File: src/rtl/sgrde_pkg.sv
`timescale 1ns / 1ps
// Shared types, character constants and digit helpers for the SGR delta encoder.
// No dependencies; every other file of the block uses this package.
package sgrde_pkg;

    localparam int STYLE_W            = 7;
    localparam int COLOR_W            = 8;
    localparam int RGB_W              = 3 * COLOR_W;
    localparam int DEFAULT_FIFO_DEPTH = 4;

    // Reset tracking values
    localparam logic [STYLE_W-1:0] RESET_STYLE = 7'h00;
    localparam logic [RGB_W-1:0]   RESET_BACK  = 24'h000000;
    localparam logic [RGB_W-1:0]   RESET_FORE  = 24'hFFFFFF;

    // ASCII characters of the sequence
    localparam logic [7:0] CH_ESC     = 8'h1B;
    localparam logic [7:0] CH_BRACKET = 8'h5B;
    localparam logic [7:0] CH_SEMI    = 8'h3B;
    localparam logic [7:0] CH_M       = 8'h6D;
    localparam logic [7:0] CH_ZERO    = 8'h30;
    localparam logic [7:0] CH_ONE     = 8'h31;
    localparam logic [7:0] CH_TWO     = 8'h32;
    localparam logic [7:0] CH_THREE   = 8'h33;
    localparam logic [7:0] CH_FOUR    = 8'h34;
    localparam logic [7:0] CH_FIVE    = 8'h35;
    localparam logic [7:0] CH_SEVEN   = 8'h37;
    localparam logic [7:0] CH_EIGHT   = 8'h38;
    localparam logic [7:0] CH_NINE    = 8'h39;

    typedef struct packed {
        logic [STYLE_W-1:0] style_bits;
        logic [COLOR_W-1:0] back_red;
        logic [COLOR_W-1:0] back_green;
        logic [COLOR_W-1:0] back_blue;
        logic [COLOR_W-1:0] fore_red;
        logic [COLOR_W-1:0] fore_green;
        logic [COLOR_W-1:0] fore_blue;
        logic               force_colors;
        logic               restart_tracking;
    } in_t;

    typedef struct packed {
        logic [7:0] out_byte;
        logic       last_byte;
    } out_t;

    // Classified work handed from front to back
    typedef struct packed {
        logic [STYLE_W-1:0] diff_mask;
        logic [STYLE_W-1:0] new_style;
        logic               do_back;
        logic               do_fore;
        logic [RGB_W-1:0]   back_rgb;
        logic [RGB_W-1:0]   fore_rgb;
    } cmd_t;

    // On code of a style bit: bold, underline, italic, strike, blink, reverse, hidden
    function automatic logic [7:0] style_on_char(input logic [2:0] idx);
        logic [7:0] ch;
        case (idx)
            3'd0:    ch = CH_ONE;
            3'd1:    ch = CH_FOUR;
            3'd2:    ch = CH_THREE;
            3'd3:    ch = CH_NINE;
            3'd4:    ch = CH_FIVE;
            3'd5:    ch = CH_SEVEN;
            3'd6:    ch = CH_EIGHT;
            default: ch = CH_ONE;
        endcase
        return ch;
    endfunction

    // Second character of an off code; bold turns off with 22
    function automatic logic [7:0] style_off_char(input logic [2:0] idx);
        return (idx == 3'd0) ? CH_TWO : style_on_char(idx);
    endfunction

    // Index of the most significant decimal digit (0 ones, 1 tens, 2 hundreds)
    function automatic logic [1:0] digit_top(input logic [COLOR_W-1:0] v);
        logic [1:0] top;
        if (v >= 8'd100) begin
            top = 2'd2;
        end else if (v >= 8'd10) begin
            top = 2'd1;
        end else begin
            top = 2'd0;
        end
        return top;
    endfunction

    // One decimal digit of an 8-bit value; divide by ten through a reciprocal multiply
    function automatic logic [3:0] dec_digit(input logic [COLOR_W-1:0] v, input logic [1:0] pos);
        logic [15:0] p1;
        logic [4:0]  tens_all;
        logic [12:0] p2;
        logic [1:0]  hund;
        logic [7:0]  ones_w;
        logic [4:0]  tens_w;
        logic [3:0]  dig;
        p1       = {8'd0, v} * 16'd205;
        tens_all = p1[15:11];
        ones_w   = v - ({3'd0, tens_all} * 8'd10);
        p2       = {8'd0, tens_all} * 13'd205;
        hund     = p2[12:11];
        tens_w   = tens_all - ({3'd0, hund} * 5'd10);
        case (pos)
            2'd0:    dig = ones_w[3:0];
            2'd1:    dig = tens_w[3:0];
            default: dig = {2'b00, hund};
        endcase
        return dig;
    endfunction

endpackage

File: src/rtl/sgr_delta_color_encoder_top.sv
`timescale 1ns / 1ps
// When idle, the first byte (ESC) of an accepted cell goes through the command queue, the
// sequencer's load into S_ESC and the output register before it shows on m_valid. The output
// sequencer moves one byte per cycle while m_ready holds, so a cell costs its sequence length
// (4 to 57 bytes), plus a load step when the sequencer was idle; an unchanged cell sends nothing.
// A FIFO_DEPTH-entry command queue lets input continue while the sequencer works.
// Reset (aresetn, synchronous, active low): style 0, background black, foreground
// white, queue empty, no output valid.
module sgr_delta_color_encoder_top #(
    parameter int FIFO_DEPTH = sgrde_pkg::DEFAULT_FIFO_DEPTH
) (
    input  logic            aclk,
    input  logic            aresetn,
    input  logic            s_valid,
    output logic            s_ready,
    input  sgrde_pkg::in_t  s_data,
    output logic            m_valid,
    input  logic            m_ready,
    output sgrde_pkg::out_t m_data
);

    logic            push;
    sgrde_pkg::cmd_t push_data;
    logic            fifo_full;
    logic            pop;
    sgrde_pkg::cmd_t pop_data;
    logic            fifo_not_empty;

    // Classify cells and keep tracking
    sgrde_front u_front (
        .aclk      (aclk),
        .aresetn   (aresetn),
        .s_valid   (s_valid),
        .s_ready   (s_ready),
        .s_data    (s_data),
        .fifo_full (fifo_full),
        .push      (push),
        .push_data (push_data)
    );

    // Decouple classification from byte generation
    sgrde_fifo #(
        .DEPTH (FIFO_DEPTH)
    ) u_fifo (
        .aclk      (aclk),
        .aresetn   (aresetn),
        .push      (push),
        .push_data (push_data),
        .full      (fifo_full),
        .pop       (pop),
        .pop_data  (pop_data),
        .not_empty (fifo_not_empty)
    );

    // Emit escape sequence bytes
    sgrde_back u_back (
        .aclk      (aclk),
        .aresetn   (aresetn),
        .cmd_valid (fifo_not_empty),
        .cmd_data  (pop_data),
        .cmd_pop   (pop),
        .m_valid   (m_valid),
        .m_ready   (m_ready),
        .m_data    (m_data)
    );

endmodule

File: src/rtl/sgrde_front.sv
`timescale 1ns / 1ps
// Front end: accepts cells, compares them with the tracked attributes, queues work.
// Depends on sgrde_pkg.
module sgrde_front (
    input  logic              aclk,
    input  logic              aresetn,
    input  logic              s_valid,
    output logic              s_ready,
    input  sgrde_pkg::in_t    s_data,
    input  logic              fifo_full,
    output logic              push,
    output sgrde_pkg::cmd_t   push_data
);

    logic [sgrde_pkg::STYLE_W-1:0] tracked_style_reg, tracked_style_next;
    logic [sgrde_pkg::RGB_W-1:0]   tracked_back_reg, tracked_back_next;
    logic [sgrde_pkg::RGB_W-1:0]   tracked_fore_reg, tracked_fore_next;
    logic [sgrde_pkg::STYLE_W-1:0] base_style;
    logic [sgrde_pkg::RGB_W-1:0]   base_back;
    logic [sgrde_pkg::RGB_W-1:0]   base_fore;
    logic [sgrde_pkg::RGB_W-1:0]   cell_back;
    logic [sgrde_pkg::RGB_W-1:0]   cell_fore;
    logic [sgrde_pkg::STYLE_W-1:0] diff;
    logic                          do_back;
    logic                          do_fore;
    logic                          accept;

    assign s_ready = !fifo_full;
    assign accept  = s_valid && s_ready;

    // Compare against tracking, or against reset values on restart
    always_comb begin
        cell_back  = {s_data.back_red, s_data.back_green, s_data.back_blue};
        cell_fore  = {s_data.fore_red, s_data.fore_green, s_data.fore_blue};
        base_style = s_data.restart_tracking ? sgrde_pkg::RESET_STYLE : tracked_style_reg;
        base_back  = s_data.restart_tracking ? sgrde_pkg::RESET_BACK : tracked_back_reg;
        base_fore  = s_data.restart_tracking ? sgrde_pkg::RESET_FORE : tracked_fore_reg;
        diff       = s_data.style_bits ^ base_style;
        do_back    = s_data.force_colors || (cell_back != base_back);
        do_fore    = s_data.force_colors || (cell_fore != base_fore);
    end

    // Queue a command only when something changed
    always_comb begin
        push                = accept && ((diff != '0) || do_back || do_fore);
        push_data.diff_mask = diff;
        push_data.new_style = s_data.style_bits;
        push_data.do_back   = do_back;
        push_data.do_fore   = do_fore;
        push_data.back_rgb  = cell_back;
        push_data.fore_rgb  = cell_fore;
    end

    // Advance tracking on every accepted transaction
    always_comb begin
        tracked_style_next = tracked_style_reg;
        tracked_back_next  = tracked_back_reg;
        tracked_fore_next  = tracked_fore_reg;
        if (accept) begin
            tracked_style_next = s_data.style_bits;
            tracked_back_next  = do_back ? cell_back : base_back;
            tracked_fore_next  = do_fore ? cell_fore : base_fore;
        end
    end

    always_ff @(posedge aclk) begin
        if (!aresetn) begin
            tracked_style_reg <= sgrde_pkg::RESET_STYLE;
            tracked_back_reg  <= sgrde_pkg::RESET_BACK;
            tracked_fore_reg  <= sgrde_pkg::RESET_FORE;
        end else begin
            tracked_style_reg <= tracked_style_next;
            tracked_back_reg  <= tracked_back_next;
            tracked_fore_reg  <= tracked_fore_next;
        end
    end

endmodule

File: src/rtl/sgrde_fifo.sv
`timescale 1ns / 1ps
// Small command queue between front and back ends, register based.
// Depends on sgrde_pkg for the command type.
module sgrde_fifo #(
    parameter int DEPTH = sgrde_pkg::DEFAULT_FIFO_DEPTH
) (
    input  logic            aclk,
    input  logic            aresetn,
    input  logic            push,
    input  sgrde_pkg::cmd_t push_data,
    output logic            full,
    input  logic            pop,
    output sgrde_pkg::cmd_t pop_data,
    output logic            not_empty
);

    localparam int PTR_W = (DEPTH > 1) ? $clog2(DEPTH) : 1;
    localparam int CNT_W = $clog2(DEPTH + 1);
    localparam logic [PTR_W-1:0] LAST_PTR = PTR_W'(DEPTH - 1);
    localparam logic [CNT_W-1:0] FULL_CNT = CNT_W'(DEPTH);

    sgrde_pkg::cmd_t  entry_reg [DEPTH];
    logic [PTR_W-1:0] wr_ptr_reg, wr_ptr_next;
    logic [PTR_W-1:0] rd_ptr_reg, rd_ptr_next;
    logic [CNT_W-1:0] count_reg, count_next;

    assign full      = (count_reg == FULL_CNT);
    assign not_empty = (count_reg != '0);
    assign pop_data  = entry_reg[rd_ptr_reg];

    // Advance pointers and occupancy
    always_comb begin
        wr_ptr_next = wr_ptr_reg;
        rd_ptr_next = rd_ptr_reg;
        count_next  = count_reg;
        if (push) begin
            wr_ptr_next = (wr_ptr_reg == LAST_PTR) ? '0 : wr_ptr_reg + 1'b1;
        end
        if (pop) begin
            rd_ptr_next = (rd_ptr_reg == LAST_PTR) ? '0 : rd_ptr_reg + 1'b1;
        end
        if (push && !pop) begin
            count_next = count_reg + 1'b1;
        end else if (pop && !push) begin
            count_next = count_reg - 1'b1;
        end
    end

    always_ff @(posedge aclk) begin
        if (!aresetn) begin
            wr_ptr_reg <= '0;
            rd_ptr_reg <= '0;
            count_reg  <= '0;
        end else begin
            wr_ptr_reg <= wr_ptr_next;
            rd_ptr_reg <= rd_ptr_next;
            count_reg  <= count_next;
        end
    end

    // Hold payload; no reset needed
    always_ff @(posedge aclk) begin
        if (push) begin
            entry_reg[wr_ptr_reg] <= push_data;
        end
    end

endmodule

File: src/rtl/sgrde_back.sv
`timescale 1ns / 1ps
// Back end: one command to SGR bytes in an output register, one byte per cycle unless stalled.
// Depends on sgrde_pkg.
module sgrde_back (
    input  logic            aclk,
    input  logic            aresetn,
    input  logic            cmd_valid,
    input  sgrde_pkg::cmd_t cmd_data,
    output logic            cmd_pop,
    output logic            m_valid,
    input  logic            m_ready,
    output sgrde_pkg::out_t m_data
);

    typedef enum logic [8:0] {
        S_IDLE  = 9'b000000001,
        S_ESC   = 9'b000000010,
        S_BRK   = 9'b000000100,
        S_SEP   = 9'b000001000,
        S_CODE  = 9'b000010000,
        S_LEAD  = 9'b000100000,
        S_DIGIT = 9'b001000000,
        S_CSEP  = 9'b010000000,
        S_END   = 9'b100000000
    } seq_state_t;

    seq_state_t                    state_reg, state_next;
    logic [sgrde_pkg::STYLE_W-1:0] mask_reg, mask_next;
    logic [sgrde_pkg::STYLE_W-1:0] style_reg, style_next;
    logic                          db_reg, db_next;
    logic                          df_reg, df_next;
    logic [sgrde_pkg::RGB_W-1:0]   back_reg, back_next;
    logic [sgrde_pkg::RGB_W-1:0]   fore_reg, fore_next;
    logic [2:0]                    sub_reg, sub_next;
    logic [1:0]                    comp_reg, comp_next;
    logic [1:0]                    dpos_reg, dpos_next;
    logic                          out_valid_reg, out_valid_next;
    sgrde_pkg::out_t               out_reg, out_next;

    logic                          adv;
    logic                          emit;
    logic [7:0]                    byte_val;
    logic                          last_val;
    logic                          load;
    logic [2:0]                    bit_idx;
    logic                          bit_on;
    logic [sgrde_pkg::STYLE_W-1:0] mask_cleared;
    logic [sgrde_pkg::RGB_W-1:0]   color_sel;
    logic [sgrde_pkg::COLOR_W-1:0] comp_val;
    logic [sgrde_pkg::COLOR_W-1:0] next_comp_val;
    logic [7:0]                    code_char;
    logic [7:0]                    lead_char;

    // Choose what follows a finished token
    function automatic seq_state_t pick(input logic [sgrde_pkg::STYLE_W-1:0] mask,
                                        input logic db, input logic df, input logic sep);
        seq_state_t st;
        if ((mask == '0) && !db && !df) begin
            st = S_END;
        end else if (sep) begin
            st = S_SEP;
        end else if (mask != '0) begin
            st = S_CODE;
        end else begin
            st = S_LEAD;
        end
        return st;
    endfunction

    assign adv     = !out_valid_reg || m_ready;
    assign m_valid = out_valid_reg;
    assign m_data  = out_reg;
    assign cmd_pop = load;

    // Lowest pending style bit and its code character
    always_comb begin
        bit_idx = 3'd0;
        for (int i = sgrde_pkg::STYLE_W - 1; i >= 0; i--) begin
            if (mask_reg[i]) begin
                bit_idx = 3'(i);
            end
        end
        bit_on       = style_reg[bit_idx];
        mask_cleared = mask_reg & (mask_reg - 1'b1);
        if (bit_on) begin
            code_char = sgrde_pkg::style_on_char(bit_idx);
        end else if (sub_reg[0]) begin
            code_char = sgrde_pkg::style_off_char(bit_idx);
        end else begin
            code_char = sgrde_pkg::CH_TWO;
        end
    end

    // Active color group: background first while pending
    always_comb begin
        color_sel = db_reg ? back_reg : fore_reg;
        case (comp_reg)
            2'd0:    comp_val = color_sel[23:16];
            2'd1:    comp_val = color_sel[15:8];
            default: comp_val = color_sel[7:0];
        endcase
        next_comp_val = (comp_reg == 2'd0) ? color_sel[15:8] : color_sel[7:0];
        case (sub_reg)
            3'd0:    lead_char = db_reg ? sgrde_pkg::CH_FOUR : sgrde_pkg::CH_THREE;
            3'd1:    lead_char = sgrde_pkg::CH_EIGHT;
            3'd2:    lead_char = sgrde_pkg::CH_SEMI;
            3'd3:    lead_char = sgrde_pkg::CH_TWO;
            default: lead_char = sgrde_pkg::CH_SEMI;
        endcase
    end

    // Byte sequencer
    always_comb begin
        state_next = state_reg;
        mask_next  = mask_reg;
        style_next = style_reg;
        db_next    = db_reg;
        df_next    = df_reg;
        back_next  = back_reg;
        fore_next  = fore_reg;
        sub_next   = sub_reg;
        comp_next  = comp_reg;
        dpos_next  = dpos_reg;
        emit       = 1'b0;
        byte_val   = sgrde_pkg::CH_ZERO;
        last_val   = 1'b0;
        load       = 1'b0;
        case (state_reg)
            S_IDLE: begin
                if (cmd_valid) begin
                    load       = 1'b1;
                    state_next = S_ESC;
                end
            end
            S_ESC: begin
                if (adv) begin
                    emit       = 1'b1;
                    byte_val   = sgrde_pkg::CH_ESC;
                    state_next = S_BRK;
                end
            end
            S_BRK: begin
                if (adv) begin
                    emit       = 1'b1;
                    byte_val   = sgrde_pkg::CH_BRACKET;
                    sub_next   = '0;
                    state_next = pick(mask_reg, db_reg, df_reg, 1'b0);
                end
            end
            S_SEP: begin
                if (adv) begin
                    emit       = 1'b1;
                    byte_val   = sgrde_pkg::CH_SEMI;
                    sub_next   = '0;
                    state_next = (mask_reg != '0) ? S_CODE : S_LEAD;
                end
            end
            S_CODE: begin
                if (adv) begin
                    emit     = 1'b1;
                    byte_val = code_char;
                    if (bit_on || sub_reg[0]) begin
                        mask_next  = mask_cleared;
                        sub_next   = '0;
                        state_next = pick(mask_cleared, db_reg, df_reg, 1'b1);
                    end else begin
                        sub_next = 3'd1;
                    end
                end
            end
            S_LEAD: begin
                if (adv) begin
                    emit     = 1'b1;
                    byte_val = lead_char;
                    if (sub_reg == 3'd4) begin
                        comp_next  = 2'd0;
                        dpos_next  = sgrde_pkg::digit_top(color_sel[23:16]);
                        state_next = S_DIGIT;
                    end else begin
                        sub_next = sub_reg + 1'b1;
                    end
                end
            end
            S_DIGIT: begin
                if (adv) begin
                    emit     = 1'b1;
                    byte_val = sgrde_pkg::CH_ZERO
                             + {4'd0, sgrde_pkg::dec_digit(comp_val, dpos_reg)};
                    if (dpos_reg != 2'd0) begin
                        dpos_next = dpos_reg - 1'b1;
                    end else if (comp_reg == 2'd2) begin
                        sub_next = '0;
                        if (db_reg) begin
                            db_next    = 1'b0;
                            state_next = pick(mask_reg, 1'b0, df_reg, 1'b1);
                        end else begin
                            df_next    = 1'b0;
                            state_next = pick(mask_reg, 1'b0, 1'b0, 1'b1);
                        end
                    end else begin
                        state_next = S_CSEP;
                    end
                end
            end
            S_CSEP: begin
                if (adv) begin
                    emit       = 1'b1;
                    byte_val   = sgrde_pkg::CH_SEMI;
                    comp_next  = comp_reg + 1'b1;
                    dpos_next  = sgrde_pkg::digit_top(next_comp_val);
                    state_next = S_DIGIT;
                end
            end
            S_END: begin
                if (adv) begin
                    emit     = 1'b1;
                    byte_val = sgrde_pkg::CH_M;
                    last_val = 1'b1;
                    if (cmd_valid) begin
                        load       = 1'b1;
                        state_next = S_ESC;
                    end else begin
                        state_next = S_IDLE;
                    end
                end
            end
            default: begin
                state_next = S_IDLE;
            end
        endcase
        // Take the next command from the queue
        if (load) begin
            mask_next  = cmd_data.diff_mask;
            style_next = cmd_data.new_style;
            db_next    = cmd_data.do_back;
            df_next    = cmd_data.do_fore;
            back_next  = cmd_data.back_rgb;
            fore_next  = cmd_data.fore_rgb;
        end
    end

    // Output register: drop valid when taken and nothing new follows
    always_comb begin
        out_valid_next = out_valid_reg;
        out_next       = out_reg;
        if (adv) begin
            out_valid_next     = emit;
            out_next.out_byte  = byte_val;
            out_next.last_byte = last_val;
        end
    end

    always_ff @(posedge aclk) begin
        if (!aresetn) begin
            state_reg     <= S_IDLE;
            out_valid_reg <= 1'b0;
        end else begin
            state_reg     <= state_next;
            out_valid_reg <= out_valid_next;
        end
    end

    // Hold payload and working registers
    always_ff @(posedge aclk) begin
        mask_reg  <= mask_next;
        style_reg <= style_next;
        db_reg    <= db_next;
        df_reg    <= df_next;
        back_reg  <= back_next;
        fore_reg  <= fore_next;
        sub_reg   <= sub_next;
        comp_reg  <= comp_next;
        dpos_reg  <= dpos_next;
        out_reg   <= out_next;
    end

endmodule

File: config.mk
export PLATFORM = sky130hd
export DESIGN_NAME = sgr_delta_color_encoder_top
export DESIGN_NICKNAME = d
export VERILOG_FILES = /design/src/rtl/sgrde_pkg.sv /design/src/rtl/sgr_delta_color_encoder_top.sv /design/src/rtl/sgrde_front.sv /design/src/rtl/sgrde_fifo.sv /design/src/rtl/sgrde_back.sv
export SDC_FILE = /design/constraint.sdc
export NUM_CORES = 1
export LEC_CHECK = 0
export ABC_AREA = 0
export CAP_MARGIN = 20
export CORE_UTILIZATION = 35
export CTS_CLUSTER_SIZE = 24
export DETAILED_ROUTE_END_ITERATION = 8
export DONT_BUFFER_PORTS = 1
export GPL_ROUTABILITY_DRIVEN = 0
export GPL_TIMING_DRIVEN = 0
export PLACE_DENSITY = 0.6
export SYNTH_ARGS = -nofsm -noshare
export SYNTH_HDL_FRONTEND = slang
export SYNTH_SLANG_ARGS = --single-unit
File: constraint.sdc
create_clock -name aclk -period 11.4 [get_ports aclk]
set_input_delay 0 -clock aclk [delete_from_list [all_inputs] [get_ports aclk]]
set_output_delay 0 -clock aclk [all_outputs]
set_load 0.01 [all_outputs]
**Yosys cells after proc, flatten, opt, wreduce, memory -nomap -nowiden**

Memories as Yosys holds them, arrays and structs flattened. A register that Yosys moved wholly into a read port is not among the register bits.
Cells that the tools add are included.
Widths: inputs -> output; s select.

- Input bits: 61
- Memories kept: 1
- RAM bits: 256
- Flip-flop bits (word level): 152
- Output and inout port bits: 11

- $lt $le $gt $ge: 5
- Multiplexer cells: 99
- Bitwise gates (word level): 2
- $mul: 4
- Equal/unequal tests: 44
- Reductions and logical operators: 50
- Add/subtract/negate cells: 11

Memory list:

| memory | depth | bits a word | read ports | clocked after memory_dff | write ports | line | text |
|---|---|---|---|---|---|---|---|
| u_fifo.entry_reg | 4 | 64 | 1 | 1 | 1 | sgrde_fifo.sv:22 | `sgrde_pkg::cmd_t entry_reg [DEPTH];` |

Operators with widths:

| operator | count |
|---|---|
| $mux 9 | 18 |
| $mux 24 | 5 |
| $pmux 9 s9 | 1 |
| $pmux 8 s7 | 1 |
| $mux 3 | 17 |
| $ne 24x24->1 | 2 |
| $mux 7 | 5 |
| $mux 2 | 15 |
| $ne 2x1->1 const B | 13 |
| $mux 8 | 3 |
| $pmux 4 s6 | 1 |
| $pmux 8 s3 | 1 |
| $mux 1 | 21 |
| $ge 8x4->1 const B | 2 |
| $ge 8x7->1 const B | 2 |
| $mul 8x8->16 const B | 1 |
| $pmux 8 s2 | 1 |
| $reduce_bool 2->1 | 8 |
| $eq 3x3->1 const B | 5 |
| $logic_not 7->1 | 2 |
| $reduce_bool 7->1 | 2 |
| $mul 5x8->13 const B | 1 |
| $mux 4 | 3 |
| $pmux 3 s4 | 1 |
| other kinds (47) | 84 |

**Logic depth before layout (Yosys ltp)**

- Word-level depth: 14
- Depth in mapped cells: 42

**Hierarchy**

A second synthesis with hierarchy kept.

- Cell total of the unflattened synthesis: 1467
- Area total of the unflattened synthesis: 20251.9 um^2

Modules (own cells, without submodules):

| module | seq. area each (um^2) | area each (um^2) | cells each | instances |
|---|---|---|---|---|
| sgrde_fifo | 7867.5 | 9769.4 | 378 | 1 |
| sgrde_back | 2572.5 | 6543.8 | 607 | 1 |
| sgrde_front | 1101.1 | 3938.8 | 482 | 1 |

**Worst setup path after synthesis**

Ideal clock, no wire load.

- Path type: register to register
- Start: register u_back.db_reg
- End: register u_back.out_reg (netlist bit u_back.m_data[3]), data pin
- Period minus slack after synthesis: 9.509 ns
- Setup slack: 1.891 ns
- Cell stages (with the launch flop): 42
- Data arrival time: 9.251 ns
- Path buffers: 6
- Cells stage by stage: edfxtp_1 > buf_2 > buf_2 > buf_1 > clkbuf_1 > mux2_2 > a221oi_1 > inv_1 > ha_1 > inv_1 > ha_1 > a21o_1 > fa_1 > ha_1 > ha_1 > nand3_1 > or2_2 > a2111oi_2 > (+6 left out) > ha_1 > inv_1 > fa_1 > inv_1 > ha_1 > nand3_1 > a21oi_1 > nor3_1 > or2_2 > clkbuf_1 > xnor2_1 > xor2_1 > ha_1 > inv_1 > fa_1 > a22oi_1 > o21ai_0 > a211o_1

- Cells in the longest elaborated chain, start to end: 11

Ends and longest elaborated chain:

| element | line | text |
|---|---|---|
| start: declaration | sgrde_back.sv:30 | `logic db_reg, db_next;` |
| start signal: assignment | sgrde_back.sv:267 | `db_reg <= db_next;` |
| $mux 24 | sgrde_back.sv:96 | `color_sel = db_reg ? back_reg : fore_reg;` |
| $pmux 8 s2 | sgrde_back.sv:97 | `case (comp_reg)` |
| $mul 8x8->16 | sgrde_pkg.sv:101 | `p1 = {8'd0, v} * 16'd205;` |
| $mul 5x8->13 | sgrde_pkg.sv:104 | `p2 = {8'd0, tens_all} * 13'd205;` |
| $mul 2x3->3 | sgrde_pkg.sv:106 | `tens_w = tens_all - ({3'd0, hund} * 5'd10);` |
| $sub 4x4->4 | sgrde_pkg.sv:106 |  |
| $pmux 4 s2 | sgrde_pkg.sv:107 | `case (pos)` |
| $mux 4 | sgrde_back.sv:185 | `if (adv) begin` |
| $mux 4 | sgrde_back.sv:128 | `case (state_reg)` |
| $add 6x4->7 | sgrde_back.sv:188 | `+ {4'd0, sgrde_pkg::dec_digit(comp_val, dpos_reg)};` |
| $pmux 8 s7 * | sgrde_back.sv:128 |  |
| end signal: assignment | sgrde_back.sv:274 | `out_reg <= out_next;` |
| end: declaration | sgrde_back.sv:38 | `sgrde_pkg::out_t out_reg, out_next;` |

Mark *: on every way between the ends. The rest lies on a longest branch, timed or not. The select of a mux whose other input is x is not followed.
A chain may end at the register's enable or synchronous reset.

**Worst setup path after layout**

Ends and elaborated chain as after synthesis.

==> flow_summary_export.csv <==
group,metric,value,unit
hold_path,hp-class,"in2reg",
global_route,grt-busiest-layer,"met2",
critical_path,worstPathArrival,10.89,ns
critical_path,r2r_cells,40,
logic_synthesis,synthFlopType,"edfxtp_1",
cells_and_area,diodes,0,
global_route,grt_max_degree,65,
logic_synthesis,synth-async-reset-ratio,0,%
logic_synthesis,synthCells,1390,
die,die_w,236,um
critical_path,crit_path_max_fanout,19,
cts,clockBufferDepth,3,
placement,place_ws,0.0406,ns
critical_path,critPathMaxStageDelay,0.65,ns
critical_path,worst_path_dominant_cell_family,"adder cells",
logic_synthesis,synth_warnings,0,
drt,wirelength,44900,um
critical_path,rr_startpoint,"u_back.db_reg",
die,ios,72,
global_route,met2_usage,27.3,%
job,cap_violations,0,
placement,hpwl,30900,um
cells_and_area,fill_cells,4905,
timing,post-route-period-util,92.9,%
cts,clock_sinks,409,
global_route,grt_use_met3,2.18,%
logic_synthesis,seq_area_frac_synth,60.2,%
drt,wl_per_cell,20.2,um
timing,setup_slack,0.804,ns
logic_synthesis,syn_avg_cell_area,13.8,sq um
timing,fin_tns_setup,0,ns
timing,rsz0062_at_grt,"no",
drt,dr.pass1.iters,5,
critical_path,criticalPathCategory,"reg2reg",
critical_path,required,11.69,ns
cts,htree_levels,2,
hold_path,worstHoldStart,"s_valid",
critical_path,crit_path_frequent_cell,"ha_1",
critical_path,endpoint_kind,"flop",
cells_and_area,largest_reg_flops,256,
global_route,antenna_found_initial,0,
critical_path,r2r_end,"u_back.m_data[3]",
cells_and_area,syn2layout_area_growth,15.4,%
timing,tightest_slew,0.976,ns
logic_synthesis,synthTopCellsByArea,"edfxtp_1, mux4_2, dfxtp_1",
cts,clock-root-buffer,"clkbuf_16",
cts,clock_latency,0.55,ns
critical_path,path_buf_inv,10,
logic_synthesis,synth_cell_type_count,89,
global_route,grt_usage,16.1,%
die,fp.dieH,236,um
die,initial_core_util,35.5,%
timing,finalHoldViolCount,0,
cells_and_area,drive_gt1_share,13.3,%
drt,vias,12000,
timing,slew_headroom,33.2,%
timing,slew_violations,0,
drt,ant_nets,0,
timing,setup_viol,0,
critical_path,cp-start-kind,"flop",
logic_synthesis,synth_top_area_share,52.5,%
logic_synthesis,ys_ff_latch,409,
cts,path_clk_slew,0.06,ns
cts,post_cts_buffers,0,
timing,period_minus_slack,10.60,ns
logic_synthesis,syn_nets,1540,
drt,via_per_inst,5.38,
critical_path,r2r_slack,0.80,ns
die,die_area,55700,sq um
critical_path,critPathSlowestCell,"a221oi_1",
die,row_count,85,
die,coreArea,53900,sq um
drt,drt_iter0_drc,800,
logic_synthesis,yosys.area.top_type,"edfxtp_1",
timing,fmax,0.0944,GHz
cts,cts_tree,"built",
hold_path,hold_path_end,"u_front.tracked_style_reg[6]",
global_route,grt_pass1_wl,69600,um
critical_path,crit_path_start,"u_back.db_reg",
global_route,overflow,0,
cells_and_area,utilization,41.0,%
logic_synthesis,synth.cell_area,19200,sq um
timing,fin_skew,0.0238,ns
global_route,met1_usage,21.5,%
global_route,grt_pass1_vias,11900,
hold_path,whs_path_depth,3,
placement,port_buffers,0,
logic_synthesis,synth-edff-count,335,
cts,cts_buffers,42,
drt,drc,0,
cells_and_area,nets,1646,
status,status,"finished clean",
layout make-up:
type | instances | area, sq um | share of cell area [%]
tap | 696 | 871 | 3.94
timing repair buffer | 63 | 701 | 3.17
multi-input combinational | 825 | 6990 | 31.6
clock inverter | 21 | 180 | 0.815
buffer | 61 | 303 | 1.37
clock buffer | 57 | 1180 | 5.33
inverter | 94 | 353 | 1.60
sequential | 409 | 11500 | 52.2
cells in the mapped netlist, types with 26 or more instances:
library cell  instances
edfxtp_1            335
nand2_1             105
inv_1                94
nor2_1               86
ha_1                 75
dfxtp_1              74
mux4_2               70
a21oi_1              50
o22ai_1              37
clkbuf_1             36
a22oi_1              30
o21ai_0              26
xnor2_1              26
cells by family after synthesis:
family,after synthesis,synth area share (%)
DFF,409,60.2
other,1,0.0196
AOI/OAI and AO/OA,258,9.51
xor gates and xnor gates,41,1.87
buffers and inverters,156,3.40
muxes,99,9.86
adders and majority gates,90,6.41
and+or+nand+nor,336,8.72
worst max path at each step:
stage                             endpoint  slack, ns  depth (start not counted)
after floorplan           u_back.m_data[3]       1.89                         41
after global placement    u_back.m_data[3]       0.18                         40
after detailed placement  u_back.m_data[3]       0.04                         40
after CTS                 u_back.m_data[3]      0.004                         40
after global routing      u_back.m_data[3]      0.002                         39
final                     u_back.m_data[3]       0.80                         40
per-stage QoR:
stage	instance area, sq um	std cells	hold slack, ns
floorplan	19200	1390	0.0989
CTS	22100	2225	0.0310
finish	22100	2226	0.0607
global placement	20000	2086	0.0992
global route	22100	2226	0.0690
detailed placement	20200	2090	0.0991
tightest hold or removal path, stage by stage:
cell and delay [ns]:
nand2_1 0.31, nand2_1 0.18, a21oi_1 0.05
per-layer routing:
layer / share of wire [%] / routed length, um
met1: 44 / 19900
met2: 49 / 21900
met3: 4.4 / 1990
met4: 2.5 / 1130
met5: 0 / 0
what timing repair did:
item,CTS,global route
hold buffers,57,0
gates resized for setup,0,4
endpoints found under the hold margin,309,0
endpoints found under the setup margin,0,3
cell usage in the layout (no fill, tap or decap), types with 43 or more instances in the layout:
cell / count
nand2_1: 105
edfxtp_1: 335
a21oi_1: 50
ha_1: 75
inv_1: 94
dlygate4sd3_1: 57
nor2_1: 86
mux4_2: 70
clkbuf_16: 43
dfxtp_1: 74
clkbuf_1: 43
Power is left out: the tool's default activity adds up to more than one toggle a clock period on the data nets, which glitch-free logic cannot reach.
